==> config.mk <==
export PLATFORM = sky130hd
export DESIGN_NAME = pedal_gain_binary_search
export DESIGN_NICKNAME = d
export VERILOG_FILES = /design/src/pgbs_pkg.sv /design/src/pgbs_in_stage.sv /design/src/pgbs_search.sv /design/src/pgbs_out_stage.sv /design/src/pedal_gain_binary_search.sv
export SDC_FILE = /design/constraint.sdc
export NUM_CORES = 1
export LEC_CHECK = 0
export BUFFER_PORTS_ARGS = -buffer_cell sky130_fd_sc_hd__buf_2
export CORE_MARGIN = 1
export CORE_UTILIZATION = 45
export DETAILED_ROUTE_END_ITERATION = 6
export HOLD_SLACK_MARGIN = 0.05
export PLACE_DENSITY = 0.68
export REMOVE_ABC_BUFFERS = 1
export SYNTH_ARGS = -nofsm -noshare
export SYNTH_HDL_FRONTEND = slang
export SYNTH_SLANG_ARGS = --single-unit
export TNS_END_PERCENT = 100
==> constraint.sdc <==
create_clock -name clk -period 8.06 [get_ports clk]
set_input_delay 2.418 -clock clk [delete_from_list [all_inputs] [get_ports clk]]
set_output_delay 2.418 -clock clk [all_outputs]
set_load 0.05 [all_outputs]
==> src/pgbs_pkg.sv <==
// Shared types, constants and register codes for the pedal gain binary search.
// Used by every module of the block; depends on nothing.
`default_nettype none
package pgbs_pkg;

  localparam int unsigned READING_W = 18;
  localparam int unsigned GAIN_W    = 7;
  localparam int unsigned TRIES_W   = 8;
  localparam int unsigned CFG_IDX_W = 2;

  localparam logic [READING_W-1:0] READING_MAX        = 18'd262080;
  localparam logic [GAIN_W-1:0]    GAIN_START         = 7'd63;
  localparam logic [GAIN_W-1:0]    STEP_START         = 7'd64;
  localparam logic [READING_W-1:0] LOWER_BOUND_RESET  = 18'd0;
  localparam logic [READING_W-1:0] UPPER_BOUND_RESET  = 18'd262080;
  localparam logic [READING_W-1:0] THRESHOLD_RESET    = 18'd1310;
  localparam logic [TRIES_W-1:0]   MAX_TRIES_RESET    = 8'd20;

  localparam logic CMD_START = 1'b0;
  localparam logic CMD_SLOT  = 1'b1;

  typedef enum logic [CFG_IDX_W-1:0] {
    REG_LOWER_BOUND = 2'd0,
    REG_UPPER_BOUND = 2'd1,
    REG_THRESHOLD   = 2'd2,
    REG_MAX_TRIES   = 2'd3
  } cfg_reg_t;

  typedef struct packed {
    logic                 command;
    logic                 has_reading;
    logic [READING_W-1:0] reading;
  } item_t;

  typedef struct packed {
    logic [GAIN_W-1:0] gain;
    logic              gain_changed;
    logic              finished;
    logic              found;
  } result_t;

  typedef struct packed {
    logic [READING_W-1:0] lower_bound;
    logic [READING_W-1:0] upper_bound;
    logic [READING_W-1:0] stability_threshold;
    logic [TRIES_W-1:0]   max_tries;
  } cfg_t;

endpackage
`default_nettype wire

==> src/pgbs_in_stage.sv <==
// Input register of the gain search: holds one accepted item until the
// search stage takes it. Depends on pgbs_pkg.
`default_nettype none
module pgbs_in_stage (
  input  wire logic          clk,
  input  wire logic          rst,
  input  wire logic          in_valid,
  output logic               in_ready,
  input  wire pgbs_pkg::item_t in_item,
  output logic               held_valid,
  output pgbs_pkg::item_t    held_item,
  input  wire logic          take
);

  logic            valid;
  pgbs_pkg::item_t item;

  // The register frees up in the same cycle that its item moves on.
  assign in_ready   = !valid || take;
  assign held_valid = valid;
  assign held_item  = item;

  always_ff @(posedge clk) begin
    if (rst) begin
      valid <= 1'b0;
    end else if (in_ready) begin
      valid <= in_valid;
    end
  end

  always_ff @(posedge clk) begin
    if (in_valid && in_ready) begin
      item <= in_item;
    end
  end

endmodule
`default_nettype wire

==> src/pgbs_search.sv <==
// Search state of the gain binary search and the single-pass update that one
// item applies to it. Depends on pgbs_pkg.
`default_nettype none
module pgbs_search (
  input  wire logic            clk,
  input  wire logic            rst,
  input  wire logic            advance,
  input  wire pgbs_pkg::item_t item,
  input  wire pgbs_pkg::cfg_t  cfg,
  output pgbs_pkg::result_t    result
);

  logic [pgbs_pkg::GAIN_W-1:0]    gain_value, gain_value_next;
  logic [pgbs_pkg::GAIN_W-1:0]    gain_step, gain_step_next;
  logic [pgbs_pkg::TRIES_W-1:0]   tries_left, tries_left_next;
  logic [pgbs_pkg::READING_W-1:0] previous_reading, previous_reading_next;
  logic                           have_previous, have_previous_next;
  logic                           searching, searching_next;

  logic [pgbs_pkg::READING_W-1:0] clamped;
  logic [pgbs_pkg::READING_W-1:0] diff;
  logic [pgbs_pkg::TRIES_W-1:0]   tries_dec;
  logic [pgbs_pkg::GAIN_W-1:0]    step_half;
  logic [pgbs_pkg::READING_W:0]   twice;
  logic [pgbs_pkg::READING_W:0]   bound_sum;
  logic                           stable;
  logic                           changed, finished, found;

  always_comb begin
    clamped   = (item.reading > pgbs_pkg::READING_MAX) ? pgbs_pkg::READING_MAX : item.reading;
    diff      = (clamped >= previous_reading) ? (clamped - previous_reading)
                                              : (previous_reading - clamped);
    tries_dec = (tries_left != '0) ? (tries_left - 1'b1) : tries_left;
    step_half = gain_step >> 1;
    twice     = {clamped, 1'b0};
    bound_sum = {1'b0, cfg.lower_bound} + {1'b0, cfg.upper_bound};
    stable    = item.has_reading && have_previous && (diff <= cfg.stability_threshold);

    gain_value_next       = gain_value;
    gain_step_next        = gain_step;
    tries_left_next       = tries_left;
    previous_reading_next = previous_reading;
    have_previous_next    = have_previous;
    searching_next        = searching;
    changed               = 1'b0;
    finished              = 1'b0;
    found                 = 1'b0;

    if (item.command == pgbs_pkg::CMD_START) begin
      gain_value_next    = pgbs_pkg::GAIN_START;
      gain_step_next     = pgbs_pkg::STEP_START;
      searching_next     = 1'b1;
      tries_left_next    = cfg.max_tries;
      have_previous_next = 1'b0;
      changed            = 1'b1;
    end else if (searching) begin
      tries_left_next = tries_dec;
      if (item.has_reading) begin
        previous_reading_next = clamped;
        have_previous_next    = 1'b1;
      end
      if (stable) begin
        if (clamped > cfg.lower_bound && clamped < cfg.upper_bound) begin
          searching_next = 1'b0;
          finished       = 1'b1;
          found          = 1'b1;
        end else begin
          gain_step_next = step_half;
          if (step_half > 7'd1) begin
            // Reading above the midpoint of the bounds pushes the gain up.
            gain_value_next    = (twice > bound_sum) ? (gain_value + step_half)
                                                     : (gain_value - step_half);
            changed            = 1'b1;
            tries_left_next    = cfg.max_tries;
            have_previous_next = 1'b0;
          end else begin
            searching_next = 1'b0;
            finished       = 1'b1;
          end
        end
      end else if (tries_dec == '0) begin
        searching_next = 1'b0;
        finished       = 1'b1;
      end
    end

    result.gain         = gain_value_next;
    result.gain_changed = changed;
    result.finished     = finished;
    result.found        = found;
  end

  always_ff @(posedge clk) begin
    if (rst) begin
      gain_value       <= pgbs_pkg::GAIN_START;
      gain_step        <= pgbs_pkg::STEP_START;
      tries_left       <= '0;
      previous_reading <= '0;
      have_previous    <= 1'b0;
      searching        <= 1'b0;
    end else if (advance) begin
      gain_value       <= gain_value_next;
      gain_step        <= gain_step_next;
      tries_left       <= tries_left_next;
      previous_reading <= previous_reading_next;
      have_previous    <= have_previous_next;
      searching        <= searching_next;
    end
  end

endmodule
`default_nettype wire

==> src/pgbs_out_stage.sv <==
// Result register of the gain search: holds one result item until the
// receiver takes it. Depends on pgbs_pkg.
`default_nettype none
module pgbs_out_stage (
  input  wire logic              clk,
  input  wire logic              rst,
  input  wire logic              load,
  input  wire pgbs_pkg::result_t load_result,
  output logic                   can_load,
  output logic                   out_valid,
  input  wire logic              out_ready,
  output pgbs_pkg::result_t      out_result
);

  logic              valid;
  pgbs_pkg::result_t result;

  assign can_load   = !valid || out_ready;
  assign out_valid  = valid;
  assign out_result = result;

  always_ff @(posedge clk) begin
    if (rst) begin
      valid <= 1'b0;
    end else if (can_load) begin
      valid <= load;
    end
  end

  always_ff @(posedge clk) begin
    if (load && can_load) begin
      result <= load_result;
    end
  end

endmodule
`default_nettype wire

==> src/pedal_gain_binary_search.sv <==
// Top level of the pedal gain binary search: configuration registers and the
// input register, search stage and result register. Depends on pgbs_pkg.
//
// Usage:
// Items enter on the input channel (in_valid/in_ready with command,
// has_reading and reading) and results leave on the output channel
// (out_valid/out_ready with gain, gain_changed, finished and found).
// Every item gives exactly one result item. A start command restarts the
// search at gain 63; each reading slot then advances the stability check
// and, on a stable reading, either ends the search or moves the gain.
// An item is captured in the input register at acceptance, the search state
// is updated as it moves on into the result register, and its result is
// offered on the output from the result register. One item is taken in
// every cycle while the receiver keeps up; the search stage updates its
// state once per item as the item moves on.
// When the receiver stalls, the result register holds its item, the input
// register fills behind it, and in_ready then drops until the result moves.
// Reset empties both registers, restores the configuration reset values and
// returns the search to idle with gain 63.
// Configuration writes (cfg_write, cfg_index, cfg_data) take effect at the
// clock edge and are meant for times when no item is in flight.
`default_nettype none
module pedal_gain_binary_search (
  input  wire logic                                 clk,
  input  wire logic                                 rst,
  input  wire logic                                 in_valid,
  output logic                                      in_ready,
  input  wire logic                                 command,
  input  wire logic                                 has_reading,
  input  wire logic [pgbs_pkg::READING_W-1:0]       reading,
  output logic                                      out_valid,
  input  wire logic                                 out_ready,
  output logic [pgbs_pkg::GAIN_W-1:0]               gain,
  output logic                                      gain_changed,
  output logic                                      finished,
  output logic                                      found,
  input  wire logic                                 cfg_write,
  input  wire logic [pgbs_pkg::CFG_IDX_W-1:0]       cfg_index,
  input  wire logic [pgbs_pkg::READING_W-1:0]       cfg_data
);

  pgbs_pkg::cfg_t    cfg;
  pgbs_pkg::item_t   in_item;
  pgbs_pkg::item_t   held_item;
  pgbs_pkg::result_t step_result;
  pgbs_pkg::result_t out_result;
  logic              held_valid;
  logic              can_load;
  logic              advance;

  // Configuration registers; the low bits of the data word feed the
  // narrower try count.
  always_ff @(posedge clk) begin
    if (rst) begin
      cfg.lower_bound         <= pgbs_pkg::LOWER_BOUND_RESET;
      cfg.upper_bound         <= pgbs_pkg::UPPER_BOUND_RESET;
      cfg.stability_threshold <= pgbs_pkg::THRESHOLD_RESET;
      cfg.max_tries           <= pgbs_pkg::MAX_TRIES_RESET;
    end else if (cfg_write) begin
      case (pgbs_pkg::cfg_reg_t'(cfg_index))
        pgbs_pkg::REG_LOWER_BOUND: cfg.lower_bound         <= cfg_data;
        pgbs_pkg::REG_UPPER_BOUND: cfg.upper_bound         <= cfg_data;
        pgbs_pkg::REG_THRESHOLD:   cfg.stability_threshold <= cfg_data;
        pgbs_pkg::REG_MAX_TRIES:   cfg.max_tries <= cfg_data[pgbs_pkg::TRIES_W-1:0];
        default: begin
        end
      endcase
    end
  end

  assign in_item.command     = command;
  assign in_item.has_reading = has_reading;
  assign in_item.reading     = reading;

  // The held item is processed exactly when the result register can take it.
  assign advance = held_valid && can_load;

  pgbs_in_stage u_in_stage (
    .clk        (clk),
    .rst        (rst),
    .in_valid   (in_valid),
    .in_ready   (in_ready),
    .in_item    (in_item),
    .held_valid (held_valid),
    .held_item  (held_item),
    .take       (advance)
  );

  pgbs_search u_search (
    .clk     (clk),
    .rst     (rst),
    .advance (advance),
    .item    (held_item),
    .cfg     (cfg),
    .result  (step_result)
  );

  pgbs_out_stage u_out_stage (
    .clk         (clk),
    .rst         (rst),
    .load        (held_valid),
    .load_result (step_result),
    .can_load    (can_load),
    .out_valid   (out_valid),
    .out_ready   (out_ready),
    .out_result  (out_result)
  );

  assign gain         = out_result.gain;
  assign gain_changed = out_result.gain_changed;
  assign finished     = out_result.finished;
  assign found        = out_result.found;

endmodule
`default_nettype wire
# Yosys cells after proc, flatten, opt, wreduce, memory -nomap -nowiden

Cells that the tools add are included.
W data, S select, Z words.

Input port bits: 45
Output and inout port bits: 12
Flip-flop bits (word level): 136
Word-level logic and storage cells: 96

$lt $le $gt $ge: 7
Eq/ne operators: 6
Mux-type cells: 37
$add $sub $neg: 6
Reductions and logical operators: 21

Operator list:

| cell                   | count |
|---|---|
| $mux W7                | 10 |
| $mux W8                | 6 |
| $mux W18               | 2 |
| $sub A18 B18 Y18       | 2 |
| $add A18 B18 Y19       | 1 |
| $gt A19 B19 Y1         | 1 |
| $mux W1                | 19 |
| $ge A18 B18 Y1         | 1 |
| $gt A18 B18 Y1         | 1 |
| $gt A18 B18 Y1 const B | 1 |
| $le A18 B18 Y1         | 1 |
| $lt A18 B18 Y1         | 1 |
| $reduce_and A2 Y1      | 6 |
| $logic_not A8 Y1       | 1 |
| $reduce_and A4 Y1      | 2 |
| $reduce_bool A8 Y1     | 1 |
| $sub A8 B1 Y8 const B  | 1 |
| $add A7 B6 Y7          | 1 |
| $sub A7 B6 Y7          | 1 |
| $gt A6 B1 Y1 const B   | 1 |
| $logic_and A1 B1 Y1    | 5 |
| $eq A2 B2 Y1 const B   | 2 |
| $ne A2 B1 Y1 const B   | 2 |
| $reduce_and A3 Y1      | 1 |
| 5 further kinds        | 7 |

# Longest topological paths before layout

Gate-level depths: netlist (run 1).

Depth in word-level cells: 9
Gate-level depth with buffers: 27
Gate-level depth less buffers: 27

# Modules after synthesis

From an unflattened synthesis (run 1), not the netlist that was laid out.

Cell total of the unflattened synthesis: 1207
Area total of the unflattened synthesis: 10381.2 um2

Modules (own cells, without submodules):

| module                   | area an instance (um2) | cells an instance | instances | seq. area each (um2) |
|---|---|---|---|---|
| pgbs_search              | 6854.1                 | 923               | 1         | 820.8 |
| pedal_gain_binary_search | 2516.2                 | 244               | 1         | 1241.2 |
| pgbs_in_stage            | 655.6                  | 25                | 1         | 620.6 |
| pgbs_out_stage           | 355.3                  | 15                | 1         | 320.3 |

# Worst setup path before layout (run 1)

Ideal clock, no wire load.

Path kind: reg2reg
Start point: register, netlist name cfg[26]
End point: register u_out_stage.result (netlist bit u_out_stage.out_result[9]) (data pin)
Path buffers: 0
Arrival time: 5272 ps
Cell stages (with the launch flop): 27
Period minus slack after synthesis: 5532 ps
Library setup time: 261 ps
Required time: 7799 ps
Path slack: 2528 ps
Path through: dfxtp_1 > ha_1 > fa_1 > a21o_1 > a21oi_1 > o21ai_0 > o21ai_0 > nand2_1 > a21oi_1 > xor2_1 > ha_1 > a21o_1 > a211o_1 > or3_1 > o21ai_0 > nor2_1 > a41oi_1 > nor2_1 > mux2i_1 > fa_1 > a21o_1 > a21oi_1 > o21ai_0 > and3_1 > a221oi_2 > or3_1 > a21oi_1

RTL lines:

| element              | line                 | text |
|---|---|---|
| to (signal assigned) | pgbs_out_stage.sv:32 | `result <= load_result;` |
| to (decl)            | pgbs_out_stage.sv:16 | `pgbs_pkg::result_t result;` |

# Final worst setup path (run 1)

Start point: register, netlist name u_in_stage.held_item[12]
End point: register u_search.gain_value[3] in the netlist's numbering

Word-level cells in the longest chain between the ends: 9
Elaborated cells between the ends (all ways): 18
Those cells by class: add/sub (2); order compare (6); mux (8); reduce/logical (2)

RTL lines:

| element                                        | line                                 | text |
|---|---|---|
| $gt A18 B18 Y1 (*)                             | pgbs_search.sv:30                    | `clamped = (item.reading > pgbs_pkg::READING_MAX) ? pgbs_pkg::READING_MAX : item.reading;` |
| $mux W18 (*)                                   | pgbs_search.sv:30                    |  |
| named net u_search.clamped (one bit)           | pgbs_search.sv:20                    | `logic [pgbs_pkg::READING_W-1:0] clamped;` |
| $sub A18 B18 Y18, or another cell as far along | pgbs_search.sv:32                    | `: (previous_reading - clamped);` |
| $mux W18 or $mux W7 (tied branches)            | pgbs_search.sv:31, pgbs_search.sv:71 |  |
| $le A18 B18 Y1 or $mux W7 (tied branches)      | pgbs_search.sv:37, pgbs_search.sv:69 |  |
| $logic_and A1 B1 Y1 or $mux W7 (tied branches) | pgbs_search.sv:37, pgbs_search.sv:63 |  |
| $mux W7 (*)                                    | pgbs_search.sv:62                    | `if (stable) begin` |
| $mux W7 (*)                                    | pgbs_search.sv:56                    | `end else if (searching) begin` |
| $mux W7 (*)                                    | pgbs_search.sv:49                    | `if (item.command == pgbs_pkg::CMD_START) begin` |
| to (signal assigned)                           | pgbs_search.sv:95                    | `gain_value <= pgbs_pkg::GAIN_START;` |
| to (signal assigned)                           | pgbs_search.sv:102                   | `gain_value <= gain_value_next;` |
| to (decl)                                      | pgbs_search.sv:13                    | `logic [pgbs_pkg::GAIN_W-1:0] gain_value, gain_value_next;` |

The timed path passes the listed nets; every way through them passes the cells marked *.
A chain may end at the register's enable or synchronous reset.

==> results of run 1 <==
## report_power, final
part           switching [µW]  internal, µW  leakage, µW
sequential               26.1           713      0.00112
clock                     350           444     0.000294
combinational             230           147      0.00327
## Yosys cell counts (all sizes together) (6+ instances only)
library cell / number
nand2: 175
ha: 126
a21oi: 119
inv: 117
dfxtp: 105
nor2: 96
o21ai: 57
clkbuf: 52
edfxtp: 30
a21o: 29
nand3: 27
nor3: 22
xnor2: 22
xor2: 22
nand4: 15
nor2b: 15
o211ai: 15
o21a: 15
a211oi: 12
and3: 12
mux2i: 10
and4: 9
buf: 9
or3: 8
a31oi: 7
nor4: 6
o22ai: 6
o311a: 6
## worst max-delay path by stage
stage / start / end / slack (ns) / depth (start not counted)
final: u_in_stage.held_item[12] / u_search.gain_value[3] / 1.14 / 21
after global routing: u_in_stage.held_item[12] / u_search.gain_value[3] / 0.75 / 21
after CTS: u_in_stage.held_item[11] / u_search.gain_value[3] / 1.24 / 21
after detailed placement: u_in_stage.held_item[11] / u_search.gain_value[3] / 1.26 / 21
after global placement: u_in_stage.held_item[13] / u_search.gain_value[3] / 1.41 / 21
after floorplan: u_in_stage.held_item[15] / u_search.gain_value[3] / 2.41 / 21
## registers in the layout, summed over array words and instances (netlist names)
name	count
u_search.have_previous	1
u_search.searching	1
u_search.tries_left	8
u_in_stage.held_item	20
u_search.gain_value	7
u_search.previous_reading	18
u_out_stage.out_result	10
u_search.gain_step	6
cfg	62
u_out_stage.out_valid	1
u_in_stage.held_valid	1
## routing by layer
metal,vias to the layer above,routed length [µm]
met2,262,12500
met3,49,1420
met1,4303,13900
li1,4496,-
met4,0,800
met5,-,0
## per-stage QoR
stage	hold WS [ns]	setup slack [ns]	total power, µW	cells	cell area, µm²
floorplan	0.430	2.41	1000	1196	9850
global placement	0.443	1.41	1120	1538	10500
detailed placement	0.447	1.26	1120	1538	10500
CTS	0.457	1.24	1920	1570	11100
global route	0.481	0.749	2000	1570	11100
finish	0.455	1.14	1910	1570	11100
## cells by family after synthesis
| kind of cell | after synthesis |
|---|---|
| AOI/OAI and AO/OA | 342 |
| xor gates and xnor gates | 44 |
| adders and majority gates | 130 |
| buffers and inverters | 179 |
| DFF | 135 |
| muxes | 12 |
| and+or+nand+nor | 415 |
## layout make-up
class | count | share of cell area [%]
sequential | 135 | 27.0
multi-input combinational | 943 | 57.6
clock buffer | 17 | 3.82
inverter | 118 | 3.98
tap | 280 | 3.15
clock inverter | 15 | 1.61
timing repair buffer | 62 | 2.92
## critical path: cells and delay by family, from the launching register on
| family | cells | cell delay (ns) |
|---|---|---|
| xor+xnor | 1 | 0.17 |
| mux | 1 | 0.45 |
| flops | 1 | 0.55 |
| simple gates | 5 | 1.68 |
| fa+ha+maj | 2 | 0.65 |
| buf+inv | 1 | 0.17 |
| compound gates | 11 | 3.13 |
## placed cells by master (no fill, tap or decap), drive strengths merged, types with 22 or more instances in the layout
master	Yosys	final
inv	117	125
o21ai	57	57
buf	9	62
a21o	29	29
nand2	175	175
nor3	22	22
dfxtp	105	105
ha	126	126
xor2	22	22
edfxtp	30	30
xnor2	22	22
nand3	27	27
a21oi	119	119
nor2	96	96
==> impl_results.md, run 1 <==
* Status: finished clean
* Primary FF master, synth: dfxtp_1
* Setup_tns at 0 ns
* Post-synthesis compound-gate area fraction at 22.6%
* CP max-delay cell: or4_1
* HP Start: cfg[1]
* Min cycle time layout at 6.92 ns
* CORE AREA at 21900 µm²
* Hpwl dp at 22000 µm
* Post-Synth XOR/XNOR Area at 3.82%
* Synth unique cells at 84
* Flop-to-flop setup slack at 1.14 ns
* FF-to-FF Start: u_in_stage.held_item[12]
* Number of H-tree levels at 4
* CP required at 8.39 ns
* Kind of critical path: flop to flop
* CTS clk-pin slew, worst paths at 0.07 ns
* GRT Total Usage at 25.9%
* Busiest layer in global routing: met2
* Layout filler cell count at 2159
* Worst R2R Path Depth at 21
* Max-cap violation count at 0
* First-pass GRT wire length at 45700 µm
* Multi-input gate area at 6410 µm²
* Die ar. at 23000 µm²
* Num ports at 57
* Fin util at 50.9%
* Critical path cell sequence: and4_1 > nand3_1 > nand2_1 > inv_1 > fa_1 > a21oi_1 > nor2b_1 > o22a_1 > o211ai_2 > a41o_1 > mux2i_1 > o22ai_1 > xor2_1 > ha_1 > a2111oi_0 > o21ai_0 > a221oi_1 > a211o_1 > o2111ai_2 > or4_1 > o22a_1
* Worst skew pair latency at 0.43 ns
* Final ANT Viol Nets at 0
* Gpl congestion at 0.946
* Synth Area per Inst at 8.03 µm²
* Area share of the leading cell type in the synthesized netlist at 20.8%
* Chip Width at 152 µm
* Total CTS buffers at 17
* # DRC at 0
* Number of synthesized register bits at 135
* Starting Density at 46.1%
* Asr flop ratio synth at 0%
* Slew HR at 32.4%
* Post-synthesis adder-cell area fraction at 16.4%
* CP Launch Type: flop
* RSZ-0062 raised after global routing: false
* Largest family of logic cells by synthesized area: compound AO/OA/AOI/OAI gates
* Nets at 1452
* Mux cell area share after synthesis at 1.22%
* GR met1 Demand/Resource at 37.3%
* Critical Path Fanout Max at 19
* Clk root buf: clkbuf_16
* Hold Buf Count CTS at 0
* YS warnings at 0
* CTS Sinks at 135
* Top cell type by total area after synthesis: dfxtp_1
* Via density at 5.80
* Initial antenna violation count at 0
* Post-CTS Setup Inserts at 0
* VDD IR max at 111 µV
* Wirelength per Cell at 18.2 µm
* Area delta synth->final at 10.3%
* Leakage at 0.00468 µW
* Port Buf Inserts at 56
* RR Endpoint: u_search.gain_value[3]
* CTS tree: built
* Post-cts sizing count at 0
* Drt pass-1 iters at 5
* Starting DRT DRC Count at 665
* Critical path's most frequent cell: o22a_1
* Simple-gate share of the synthesized area at 19.4%
* Max Clk Rate at 0.144 GHz
* Sequential Area at 3000 µm²
* CP arrival at 7.25 ns
* Final-report max-slew violation count at 0
* Antenna diode count at 0
* Final Hold Vio Count at 0
* # rows at 54
* Crit end category: flop
* Hold-critical path depth at 2
* Slew @ Worst Pin at 1.00 ns
* # setup viols final at 0
* Die height at 152 µm
* Met2 usage at 39.3%
* Register area share after synthesis at 29.8%
* Clock Path Buffers at 2
* Mapped Area at 10100 µm²
* Skew final at 0.0151 ns
* GRT overflow at 0
* Met3 Use GR at 3.20%
* Vias in the first global route at 8433
* Largest net degree at the start of global routing at 44
* Hold Path Class: flop to flop
* Vias post-DR at 9110
* Wirelength, routed at 28600 µm
* Pwr dens at 172 nW/µm²
* Synth Instances at 1257
* CP max stage delay at 0.68 ns
* EDFF count, synth at 30
* Synth top area cells: dfxtp_1 21%, ha_1 16%, edfxtp_1 8.9%
* Hold Path End: cfg[1]
* Share of cells above drive strength 1 at 9.30%
* Tcrit/Tclk final at 85.9%
Note: power is estimated with default switching activity, not from simulation.
==> run 2: changes to the inputs <==
--- a/config.mk
+++ b/config.mk
@@ -7,10 +7,10 @@
 export LEC_CHECK = 0
 export BUFFER_PORTS_ARGS = -buffer_cell sky130_fd_sc_hd__buf_2
 export CORE_MARGIN = 1
-export CORE_UTILIZATION = 45
+export CORE_UTILIZATION = 63
 export DETAILED_ROUTE_END_ITERATION = 6
 export HOLD_SLACK_MARGIN = 0.05
-export PLACE_DENSITY = 0.68
+export PLACE_DENSITY = 0.88
 export REMOVE_ABC_BUFFERS = 1
 export SYNTH_ARGS = -nofsm -noshare
 export SYNTH_HDL_FRONTEND = slang
==> constraint.sdc (replaced) <==
create_clock -name clk -period 6.6 [get_ports clk]
set_input_delay 1.98 -clock clk [delete_from_list [all_inputs] [get_ports clk]]
set_output_delay 1.98 -clock clk [all_outputs]
set_load 0.05 [all_outputs]
==> impl_results.md, run 2 (same netlist as run 1, synthesis figures left out) <==
* Status: finished clean
* Total CTS buffers at 17 (unchanged)
* Die ar. at 16500 µm² (-28%)
* Worst skew pair latency at 0.44 ns (about the same)
* Commonest non-fill, non-tap cell in the layout: nand2_1
* RR Endpoint: u_out_stage.out_result[9]
* CORE AREA at 15400 µm² (-30%)
* HP Start: cfg[21]
* Min cycle time layout at 6.39 ns (-0.533 ns)
* Fin util at 72.5% (+22 points)
* Share of cells above drive strength 1 at 11.0% (+1.7 points)
* FF-to-FF Start: cfg[26]
* VDD IR max at 190 µV (+71%)
* Die height at 129 µm (-15%)
* Vias in the first global route at 8899 (+5.5%)
* Setup_tns at 0 ns (unchanged)
* CTS tree: built
* # rows at 45 (-17%)
* Number of H-tree levels at 4 (unchanged)
* CP arrival at 6.67 ns (-0.58 ns)
* CTS Sinks at 135 (unchanged)
* Max reg flops at 62 (unchanged)
* Starting DRT DRC Count at 1045 (+57%)
* CP Launch Type: flop
* Clock Path Buffers at 2 (unchanged)
* Post-Place Cells at 1490 (-3.1%)
* # DRC at 0 (unchanged)
* Max Clk Rate at 0.157 GHz (+8.3%)
* Pwr dens at 203 nW/µm² (+18%)
* Nets at 1474 (+1.5%)
* Hold Path End: cfg[21]
* Critical Path Fanout Max at 5 (-14)
* First-pass GRT wire length at 44900 µm (-1.8%)
* Largest register by flop count: cfg
* Leakage at 0.00474 µW (+1.3%)
* Flop-to-flop setup slack at 0.21 ns (-0.93 ns)
* Kind of critical path: flop to flop
* Hold Path Class: flop to flop
* GRT overflow at 0 (unchanged)
* GRT Total Usage at 34.9% (+9.0 points)
* Max-cap violation count at 0 (unchanged)
* Chip Width at 129 µm (-15%)
* Final Hold Vio Count at 0 (unchanged)
* Overall Power at 2270 µW (+19%)
* Skew final at 0.00914 ns (-0.00591 ns)
* # setup viols final at 0 (unchanged)
* Crit end category: flop
* Largest net degree at the start of global routing at 47 (+6.8%)
* Gpl congestion at 1.06 (+12%)
* Layout filler cell count at 1170 (-46%)
* Starting Density at 65.4% (+19 points)
* Initial antenna violation count at 0 (unchanged)
* Drt pass-1 iters at 5 (unchanged)
* Via density at 6.31 (+8.8%)
* Worst R2R Path Depth at 26 (+24%)
* Hold_ws at 0.459 ns (+0.00414 ns)
* Num ports at 57 (unchanged)
* Area delta synth->final at 10.9%
* Non-filler cells, final at 1523 (-3.0%)
* Antenna diode count at 0 (unchanged)
* Clk root buf: clkbuf_16
* Hpwl dp at 20300 µm (-8.0%)
* Wirelength, routed at 27900 µm (-2.5%)
* Wirelength per Cell at 18.3 µm (+0.54%)
* CTS clk-pin slew, worst paths at 0.06 ns (about the same)
* Slew HR at 22.6% (-9.8 points)
* Final-report max-slew violation count at 0 (unchanged)
* Port Buf Inserts at 56 (unchanged)
* Hold-critical path depth at 2 (unchanged)
* CP required at 6.88 ns (-1.51 ns)
* Final ANT Viol Nets at 0 (unchanged)
* Vias post-DR at 9616 (+5.6%)
* Tcrit/Tclk final at 96.8% (+11 points)
* Commonest non-fill, non-tap cells in the layout: 175 x nand2_1, 126 x ha_1, 118 x a21oi_1
* Slew @ Worst Pin at 1.16 ns (+0.160 ns)
## run 2: routing by layer
layer	GRT usage [%]	part of all wire [%]	vias up
met5	0	0	-
met4	15.0	3.7	0
met3	6.90	8.8	99
met2	55.5	45	496
met1	46.1	42	4484
li1	-	-	4537
## run 2: worst max-delay path by stage
stage / startpoint / to / slack, ns / depth (start not counted)
6_report: cfg[26] / u_out_stage.out_result[9] / 0.21 / 26
5_1_grt: cfg[47] / u_out_stage.out_result[9] / -0.05 / 25
4_1_cts: cfg[26] / u_out_stage.out_result[9] / 0.14 / 26
3_5_place_dp: cfg[26] / u_out_stage.out_result[9] / 0.32 / 26
3_3_place_gp: cfg[26] / u_out_stage.out_result[9] / 0.48 / 26
2_1_floorplan: u_in_stage.held_item[15] / u_search.gain_value[3] / 0.95 / 21
## run 2: worst max-delay path, stage by stage (launching register included)
cell and delay (ns):
dfxtp_1 0.32, ha_1 0.25, fa_1 0.42, a21o_1 0.17, a21oi_1 0.25, o2111ai_1 0.17
a21boi_1 0.19, a21oi_1 0.13, a21o_1 0.23, a211oi_1 0.28, xor2_1 0.13, ha_1 0.30
and3_1 0.26, o21ai_0 0.12, o21ai_1 0.37, a41oi_2 0.14, nor3_1 0.36, xnor2_1 0.12
ha_1 0.37, a21o_1 0.15, a21oi_1 0.09, o21ai_0 0.35, nand2_1 0.13, nor4_2 0.27
a221oi_4 0.08, or3_1 0.37, a21oi_2 0.19
## run 2: cell type report
cell class              count  area, µm²  share of cell area, %
clock buffers              19        433                   3.87
clock inverters            13        106                  0.950
inverters                 118        443                   3.96
multi-input cells         943       6450                   57.6
flip-flops and latches    135       3000                   26.8
well taps                 211        264                   2.36
repair buffers             84        490                   4.38
## run 2: timing repair
action,CTS,global route
hold buffers,0,0
resized for setup,0,11
buffers inserted,0,1
endpoints found under the setup margin,0,2
endpoints found under the hold margin,0,0
## run 2: through the flow
step                instance area [µm²]  setup WS, ns
finish                            11200         0.212
global route                      11200       -0.0534
CTS                               11100         0.144
detailed placement                10600         0.318
global placement                  10600         0.479
floorplan                          9850         0.950
## run 2: power by group
| group | internal [µW] | switching [µW] | leakage [µW] | total, µW |
|---|---|---|---|---|
| sequential | 872 | 24.7 | 0.00112 | 896 |
| combinational | 194 | 295 | 0.00337 | 489 |
| clock | 512 | 375 | 0.000246 | 887 |
